File: config.mk
export PLATFORM = sky130hd
export DESIGN_NAME = priority_fifo_task_scheduler
export DESIGN_NICKNAME = d
export VERILOG_FILES = /design/src/hdl/pfs_pkg.sv /design/src/hdl/pfs_prio_enc.sv /design/src/hdl/priority_fifo_task_scheduler.sv
export SDC_FILE = /design/constraint.sdc
export NUM_CORES = 1
export LEC_CHECK = 0
export ABC_AREA = 1
export BUFFER_PORTS_ARGS = -buffer_cell sky130_fd_sc_hd__buf_2
export CAP_MARGIN = 20
export CORE_AREA = 2 2 149 151
export DETAILED_ROUTE_END_ITERATION = 12
export DIE_AREA = 0 0 151 153
export PLACE_DENSITY_LB_ADDON = 0.25
export SYNTH_ARGS = -nofsm -noshare
export SYNTH_HDL_FRONTEND = slang
export SYNTH_HIERARCHICAL = 1
export SYNTH_SLANG_ARGS = --single-unit
File: constraint.sdc
create_clock -name clk -period 4.05 [get_ports clk]
set_input_delay 0.6075 -clock clk [delete_from_list [all_inputs] [get_ports clk]]
set_output_delay 0.6075 -clock clk [all_outputs]
set_load 0.01 [all_outputs]
File: src/hdl/pfs_pkg.sv
// Shared types and constants for the priority FIFO task scheduler.
package pfs_pkg;

  localparam int TASK_W     = 4;
  localparam int TASK_SLOTS = 16;
  localparam int PRIO_W     = 8;

  typedef logic [TASK_W-1:0] task_id_t;
  typedef logic [PRIO_W-1:0] prio_t;

  typedef enum logic {
    OP_ENQUEUE  = 1'b0,
    OP_SCHEDULE = 1'b1
  } op_t;

endpackage

File: src/hdl/pfs_prio_enc.sv
// Priority encoder that finds the most urgent non-empty level.
module pfs_prio_enc #(
  parameter int NUM_LEVELS = 8
) (
  input  logic [NUM_LEVELS-1:0]                             nonempty,
  output logic                                              found,
  output logic [((NUM_LEVELS > 1) ? $clog2(NUM_LEVELS) : 1)-1:0] level
);

  localparam int LVL_W = (NUM_LEVELS > 1) ? $clog2(NUM_LEVELS) : 1;

  // The highest set bit wins, so the scan runs upward and later hits override.
  always_comb begin
    found = 1'b0;
    level = '0;
    for (int i = 0; i < NUM_LEVELS; i++) begin
      if (nonempty[i]) begin
        found = 1'b1;
        level = LVL_W'(i);
      end
    end
  end

endmodule

File: src/hdl/priority_fifo_task_scheduler.sv
// Top level of the fixed-priority multilevel FIFO task scheduler.
// Throughput: one request per cycle, enqueue or schedule, unless a schedule waits for room.
// A request is captured in the input register at acceptance and processed from there;
// a schedule waits there until the output register is free, then writes its result.
// The per-request path is one priority encode plus one head/link/tail update.
// Reset (synchronous, active low) empties every level, clears idle_task and both valid flags.
module priority_fifo_task_scheduler #(
  parameter int NUM_LEVELS = 8,
  parameter int MAX_TASKS  = 16
) (
  input  logic                   clk,
  input  logic                   rst_n,
  // Request channel.
  input  logic                   in_valid,
  output logic                   in_ready,
  input  logic [0:0]             in_op,
  input  logic [3:0]             in_task_id,
  input  logic [7:0]             in_priority_req,
  // Result channel.
  output logic                   out_valid,
  input  logic                   out_ready,
  output logic [3:0]             out_next_task,
  output logic                   out_was_idle,
  // Configuration: the idle task register.
  input  logic                   cfg_wr_en,
  input  logic [3:0]             cfg_wr_data
);

  localparam int LVL_W  = (NUM_LEVELS > 1) ? $clog2(NUM_LEVELS) : 1;
  localparam int CNT_W  = $clog2(MAX_TASKS + 1);
  localparam int SLOT_W = $clog2(pfs_pkg::TASK_SLOTS);

  // Input register. It holds one request until the processing step can take it.
  logic               in_valid_r;
  pfs_pkg::op_t       in_op_r;
  pfs_pkg::task_id_t  in_task_r;
  pfs_pkg::prio_t     in_prio_r;

  // Result register. Since it is only written by a schedule, it also holds
  // the running task, that is the last task chosen.
  logic               out_valid_r;
  pfs_pkg::task_id_t  out_task_r;
  logic               out_idle_r;

  logic [pfs_pkg::TASK_W-1:0] idle_task_r;

  // Per-level list state. Head, tail and link entries are meaningful only
  // while the owning level is non-empty, so they carry no reset.
  pfs_pkg::task_id_t  head_r  [NUM_LEVELS];
  pfs_pkg::task_id_t  tail_r  [NUM_LEVELS];
  logic [CNT_W-1:0]   count_r [NUM_LEVELS];
  pfs_pkg::task_id_t  link_r  [pfs_pkg::TASK_SLOTS];

  logic [NUM_LEVELS-1:0] nonempty;
  logic                  sched_found;
  logic [LVL_W-1:0]      sched_lvl;
  logic [LVL_W-1:0]      enq_lvl;
  logic                  is_sched;
  logic                  advance;
  logic                  enq_fire;
  logic                  sched_fire;
  logic                  out_free;

  always_comb begin
    for (int i = 0; i < NUM_LEVELS; i++) begin
      nonempty[i] = (count_r[i] != '0);
    end
  end

  pfs_prio_enc #(
    .NUM_LEVELS (NUM_LEVELS)
  ) u_prio_enc (
    .nonempty (nonempty),
    .found    (sched_found),
    .level    (sched_lvl)
  );

  // Priorities at or beyond the top level are clamped to the most urgent one.
  assign enq_lvl = (32'(in_prio_r) >= NUM_LEVELS) ? LVL_W'(NUM_LEVELS - 1)
                                                   : LVL_W'(in_prio_r);

  // An enqueue always retires; a schedule needs room in the result register,
  // which is free when empty or when its result leaves in this cycle.
  assign is_sched   = (in_op_r == pfs_pkg::OP_SCHEDULE);
  assign out_free   = !out_valid_r || out_ready;
  assign advance    = in_valid_r && (!is_sched || out_free);
  assign enq_fire   = advance && !is_sched;
  assign sched_fire = advance && is_sched;
  assign in_ready   = !in_valid_r || advance;

  assign out_valid     = out_valid_r;
  assign out_next_task = out_task_r;
  assign out_was_idle  = out_idle_r;

  // Control state.
  always_ff @(posedge clk) begin
    if (!rst_n) begin
      in_valid_r  <= 1'b0;
      out_valid_r <= 1'b0;
      idle_task_r <= '0;
    end else begin
      if (in_ready) begin
        in_valid_r <= in_valid;
      end
      if (sched_fire) begin
        out_valid_r <= 1'b1;
      end else if (out_ready) begin
        out_valid_r <= 1'b0;
      end
      if (cfg_wr_en) begin
        idle_task_r <= cfg_wr_data;
      end
    end
  end

  // Input payload capture.
  always_ff @(posedge clk) begin
    if (in_valid && in_ready) begin
      in_op_r   <= pfs_pkg::op_t'(in_op);
      in_task_r <= in_task_id;
      in_prio_r <= in_priority_req;
    end
  end

  // Level occupancy counters. An enqueue to a full level is dropped.
  always_ff @(posedge clk) begin
    if (!rst_n) begin
      for (int i = 0; i < NUM_LEVELS; i++) begin
        count_r[i] <= '0;
      end
    end else if (enq_fire) begin
      if (count_r[enq_lvl] != CNT_W'(MAX_TASKS)) begin
        count_r[enq_lvl] <= count_r[enq_lvl] + CNT_W'(1);
      end
    end else if (sched_fire && sched_found) begin
      count_r[sched_lvl] <= count_r[sched_lvl] - CNT_W'(1);
    end
  end

  // List pointers and the shared link table, plus the result payload.
  always_ff @(posedge clk) begin
    if (enq_fire && (count_r[enq_lvl] != CNT_W'(MAX_TASKS))) begin
      if (count_r[enq_lvl] == '0) begin
        head_r[enq_lvl] <= in_task_r;
      end else begin
        link_r[tail_r[enq_lvl][SLOT_W-1:0]] <= in_task_r;
      end
      tail_r[enq_lvl] <= in_task_r;
    end
    if (sched_fire) begin
      if (sched_found) begin
        out_task_r <= head_r[sched_lvl];
        out_idle_r <= 1'b0;
        // Advance the head unless this removal empties the level.
        if (count_r[sched_lvl] != CNT_W'(1)) begin
          head_r[sched_lvl] <= link_r[head_r[sched_lvl][SLOT_W-1:0]];
        end
      end else begin
        out_task_r <= idle_task_r;
        out_idle_r <= 1'b1;
      end
    end
  end

endmodule

* After elaboration in Yosys (flattened, before gate mapping)
Memories as Yosys holds them, arrays and structs flattened.
Index checks and enable logic that the tools add are counted.
** Operators by class
- Add/subtract/negate cells :: 2
- $lt $le $gt $ge :: 1
- Equality and inequality tests :: 2
- Multiplexer cells :: 50
- Reductions and logical operators :: 25
** Operators by type and width (count)
- $reduce_bool 5->1 :: 8
- $mux 1 :: 36
- $mux 3 :: 8
- $mux 5 :: 2
- $reduce_or 5->1 :: 2
- $ge 8x4->1 const B :: 1
- $mux 4 :: 2
- $logic_and 1x1->1 :: 6
- $add 5x1->5 const B :: 1
- $logic_not 5->1 :: 1
- $ne 5x1->1 const B :: 1
- $ne 5x5->1 const B :: 1
- $sub 5x1->5 const B :: 1
- $mux 2 :: 2
- $reduce_or 4->1 :: 1
- $logic_not 1->1 :: 3
- $logic_or 1x1->1 :: 3
- $reduce_bool 2->1 :: 1
** Word-level totals
- Register bits after elaboration :: 24
- Bits in writable memories :: 168
- Input bits :: 22
- Output and inout port bits :: 7
- Logic and storage cells :: 92
- Memories :: 4
** Memories
- link_r :: depth 16, width 4, read ports 1, clocked after Yosys merged registers in 0, write ports 1, RTL line priority_fifo_task_scheduler.sv:52 : pfs_pkg::task_id_t link_r [pfs_pkg::TASK_SLOTS];
- count_r :: depth 8, width 5, read ports 10, clocked after Yosys merged registers in 0, write ports 8, RTL line priority_fifo_task_scheduler.sv:51 : logic [CNT_W-1:0] count_r [NUM_LEVELS];
- head_r :: depth 8, width 4, read ports 1, clocked after Yosys merged registers in 0, write ports 1, RTL line priority_fifo_task_scheduler.sv:49 : pfs_pkg::task_id_t head_r [NUM_LEVELS];
- tail_r :: depth 8, width 4, read ports 1, clocked after Yosys merged registers in 0, write ports 1, RTL line priority_fifo_task_scheduler.sv:50 : pfs_pkg::task_id_t tail_r [NUM_LEVELS];

* Longest topological paths before layout
An unclocked memory read counts as a cell.
- Depth after elaboration :: 17
- Depth in mapped cells :: 29
- Depth with buffers taken out :: 26

* By module
The synthesis kept the hierarchy.
** Modules (own cells, without submodules)
- priority_fifo_task_scheduler :: times used 1, cells each 972, area an instance 9496.6 µm², sequential area each 5705.5 µm²
- pfs_prio_enc :: times used 1, cells each 20, area an instance 77.6 µm², sequential area each 0.0 µm²

* Least setup slack after synthesis
Ideal clock, no wire load.
- Kind :: register -> register
- Start point :: mem count_r[2][3] in the netlist's numbering
- End point :: mem head_r[1][0] in the netlist's numbering (enable)
- Arrival :: 2.985 ns
- Data required time :: 3.721 ns
- Path slack :: 0.736 ns
- Stages on the path, launching flop included :: 27
- Buffers on the path :: 2
- Period minus slack after synthesis :: 3.314 ns
- Cells stage by stage :: edfxtp_1 -> nor3_1 -> nand3_1 -> inv_1 -> nand2_1 -> nand2_1 -> nand2_1 -> nand2_1 -> nand2_1 -> nand2_1 -> inv_2 -> buf_6 -> buf_2 -> a21oi_1 -> o21ai_0 -> nand2_1 -> inv_1 -> o21ai_0 -> inv_1 -> ha_1 -> inv_1 -> nor2_1 -> nand2_1 -> nand2_2 -> o21ai_0 -> inv_2 -> nor2_1
** RTL lines (RTL line)
- start: declaration :: priority_fifo_task_scheduler.sv:51
- end: declaration :: priority_fifo_task_scheduler.sv:49

==> impl_metrics.toml <==
[critical_path]
cp.arrival_ns = 3.85
cp_slowest_cell = "edfxtp_1"
endpoint_kind = "flip-flop"
crit_top_cell = "nand2_1"
crit_type = "reg -> reg"
crit_buf_inv = 5
start_kind = "flip-flop"
critPathRequiredTime_ns = 4.17
critical_path.top_delay_family = "simple AND/OR/NAND/NOR gates"
critPathMaxFanout = 16
slowest_delay_ns = 0.42
crit_chain = "nor3_1, nand3_1, nand2_1, nand2_1, nand2_1, nand2_1, nand2_1, nand2_1, buf_4, a21oi_1, o21ai_0, nand2_1, inv_1, o21ai_0, inv_1, ha_1, inv_1, nor2_1, nand2_1, nand2_2, o21ai_2, inv_2, nor2_2"

[placed_design]
post_dp_cell_area_mm2 = 0.0100
io_buffers = 28
dp_slack_ns = 0.188
place.gp.congestion = 1.02
hpwl_um = 16600

[power_and_ir_drop]
switchingPower_mw = 1.17
p_comb_share_pct = 10.0
power_mw = 4.35
power_density_mw_per_mm2 = 408
worst_ir_drop_vdd_mv = 0.308
power_leakage_nw = 4.23
switching_share_pct = 26.9
seq_power_share_pct = 51.8
p_int_mw = 3.18
p_clk_share_pct = 38.2

[clock_network]
cts_hold_buf = 0
path_clk_slew_ns = 0.08
cts_resized = 0
cts_sinks = 192
post_cts_buffers = 0
cts_tree = "yes"
clock_latency_ns = 0.44
htree_levels = 4
cts.path.max_buffers = 2
clockRootBuffer = "clkbuf_16"
cts_buffers = 17

[route]
drt-initial-drc-count = 770
detail_route.wl_per_cell_um = 17.3
dr.pass1.iters = 6
vias = 6973
viasPerCell = 5.28
ant_nets = 0
drt_wl_total_um = 22900
drc = 0

[yosys]
synth_area_leaders = "edfxtp_1 (58%), nand2_1 (9.0%), nor2_1 (5.7%)"
synth_cells = 992
synthesis.nets = 1018
syn_area_mm2 = 0.00957
synth_top_area_cell = "edfxtp_1"
synth.avg_cell_area_um2 = 9.65
synth_ff_type = "edfxtp_1"
synthArstFlopShare_pct = 0
synth_edf_count = 186
yosysTopAreaCellShare_pct = 58.3
synth_cell_type_count = 39
synth-seq-cells = 192
synth-seq-area-share_pct = 59.6
yosys_warnings = 6

[global_routing]
grt-ovfl-total = 0
antenna_found_initial = 0
grt_max_degree = 33
grt_pass1_wl_um = 35900
grt_pass1_vias = 6585
track_usage_pct = 20.5

[timing]
max_freq_ghz = 0.269
hold_violations = 0
fin_skew_ns = 0.0105
drv_slew = 0
worst_slack_ns = 0.326
rsz0062_at_grt = "false"
worst_pin_slew_ns = 0.808
fin_crit_sh_pct = 91.9
fin_setup_tns_ns = 0
setup_violations = 0
period_needed_ns = 3.72
slew_headroom_pct = 46.1

[floorplan]
io_pins = 29
die_area_mm2 = 0.0231
dieHeight_um = 153
die_w_um = 151
core.rowCount = 54
initial_core_util_pct = 44.6
core_mm2 = 0.0215

[job]
cap_viol_max_count = 0

[cells_and_area]
fin_nets = 1054
layout-drive-gt1-share_pct = 13.8
utilization_pct = 49.6
fin_area_mm2 = 0.0107
area_growth_pct = 11.4
antenna_cells = 0

[min_path]
hp-class = "in -> reg"

[outcome]
status = "finished, final reports clean"
## power by group through the flow
stage / sequential, mW / combinational, mW / clock [mW]
floorplan: 2.29 / 0.293 / 0
global placement: 2.30 / 0.429 / 0
detailed placement: 2.30 / 0.431 / 0
CTS: 2.25 / 0.434 / 1.68
global route: 2.26 / 0.487 / 1.75
finish: 2.25 / 0.437 / 1.66
## path summary, 6_finish.rpt
path	startpoint	endpoint	slack [ns]	cells past startpoint
setup / recovery	count_r[1][3]	head_r[1][3]	0.33	23
hold / removal	in_task_id[0]	in_task_r[0]	0.34	1
setup reg to reg	count_r[1][3]	head_r[1][3]	0.33	23
hold reg to reg	idle_task_r[2]	idle_task_r[2]	0.51	2
## Yosys cell counts, types with 5 or more instances
master,instances
nand2_1,230
edfxtp_1,186
nor2_1,146
inv_1,103
nand3_1,80
o21ai_0,61
nand3b_1,32
a21oi_1,24
buf_2,17
nand3_4,10
o21ai_1,9
clkbuf_1,8
nand2_2,8
nor3_1,7
dfxtp_1,6
inv_2,6
o21ai_2,6
o22ai_1,5
## metrics by stage
stage          hold slack, ns  instances
6_report                0.339       1321
5_1_grt                 0.323       1321
4_1_cts                 0.325       1321
3_5_place_dp            0.497       1289
3_3_place_gp            0.495       1288
2_1_floorplan           0.463        992
## cells in the final DEF, fill, tap and decap left out, drive strengths merged, types with 6 or more instances in the layout
cell type / synthesis / final
nand3b: 32 / 32
clkbuf: 8 / 17
dfxtp: 6 / 6
o21ai: 78 / 78
edfxtp: 186 / 186
a21oi: 25 / 25
clkinv: 3 / 8
nand2: 240 / 240
inv: 110 / 119
nor3: 7 / 7
buf: 25 / 50
nor2: 155 / 155
nand3: 93 / 93
## state kept, by name (all words and copies together), names as in the netlist
register,cells
out_was_idle,1
in_valid_r,1
count_r,40
link_r,64
in_prio_r,8
in_task_r,4
out_next_task,4
in_op_r,1
out_valid,1
tail_r,32
idle_task_r,4
head_r,32
## metal layers
layer  global-route usage [%]  part of all wire [%]
met5                        0                     0
met3                     3.31                   5.6
met4                     8.86                   3.4
met1                     28.1                    44
met2                     32.3                    47
## worst register-to-register path, stage by stage, from the launching register on
cell,delay [ns]
edfxtp_1,0.42
nor3_1,0.19
nand3_1,0.14
nand2_1,0.11
nand2_1,0.05
nand2_1,0.05
nand2_1,0.04
nand2_1,0.05
nand2_1,0.15
buf_4,0.24
a21oi_1,0.15
o21ai_0,0.12
nand2_1,0.09
inv_1,0.04
o21ai_0,0.23
inv_1,0.10
ha_1,0.19
inv_1,0.05
nor2_1,0.04
nand2_1,0.07
nand2_2,0.16
o21ai_2,0.33
inv_2,0.15
nor2_2,0.25
## kinds of logic (layout without fill, tap and decap cells)
logic type | after synthesis | after routing | synth area share, %
and+or+nand+nor | 532 | 532 | 26.3
DFF | 192 | 192 | 59.6
buffers and inverters | 146 | 195 | 6.40
AOI/OAI and AO/OA | 118 | 118 | 7.21
adders and majority gates | 4 | 4 | 0.523
## area by class of cell
class,instances,area (um^2)
Fill cell,1990,10800
Clock buffer,17,425
Multi-Input combinational cell,654,3280
Clock inverter,15,165
Sequential cell,192,5710
Timing Repair Buffer,50,305
Inverter,113,429
Tap cell,280,350
Note: power is estimated with default switching activity, not from simulation.
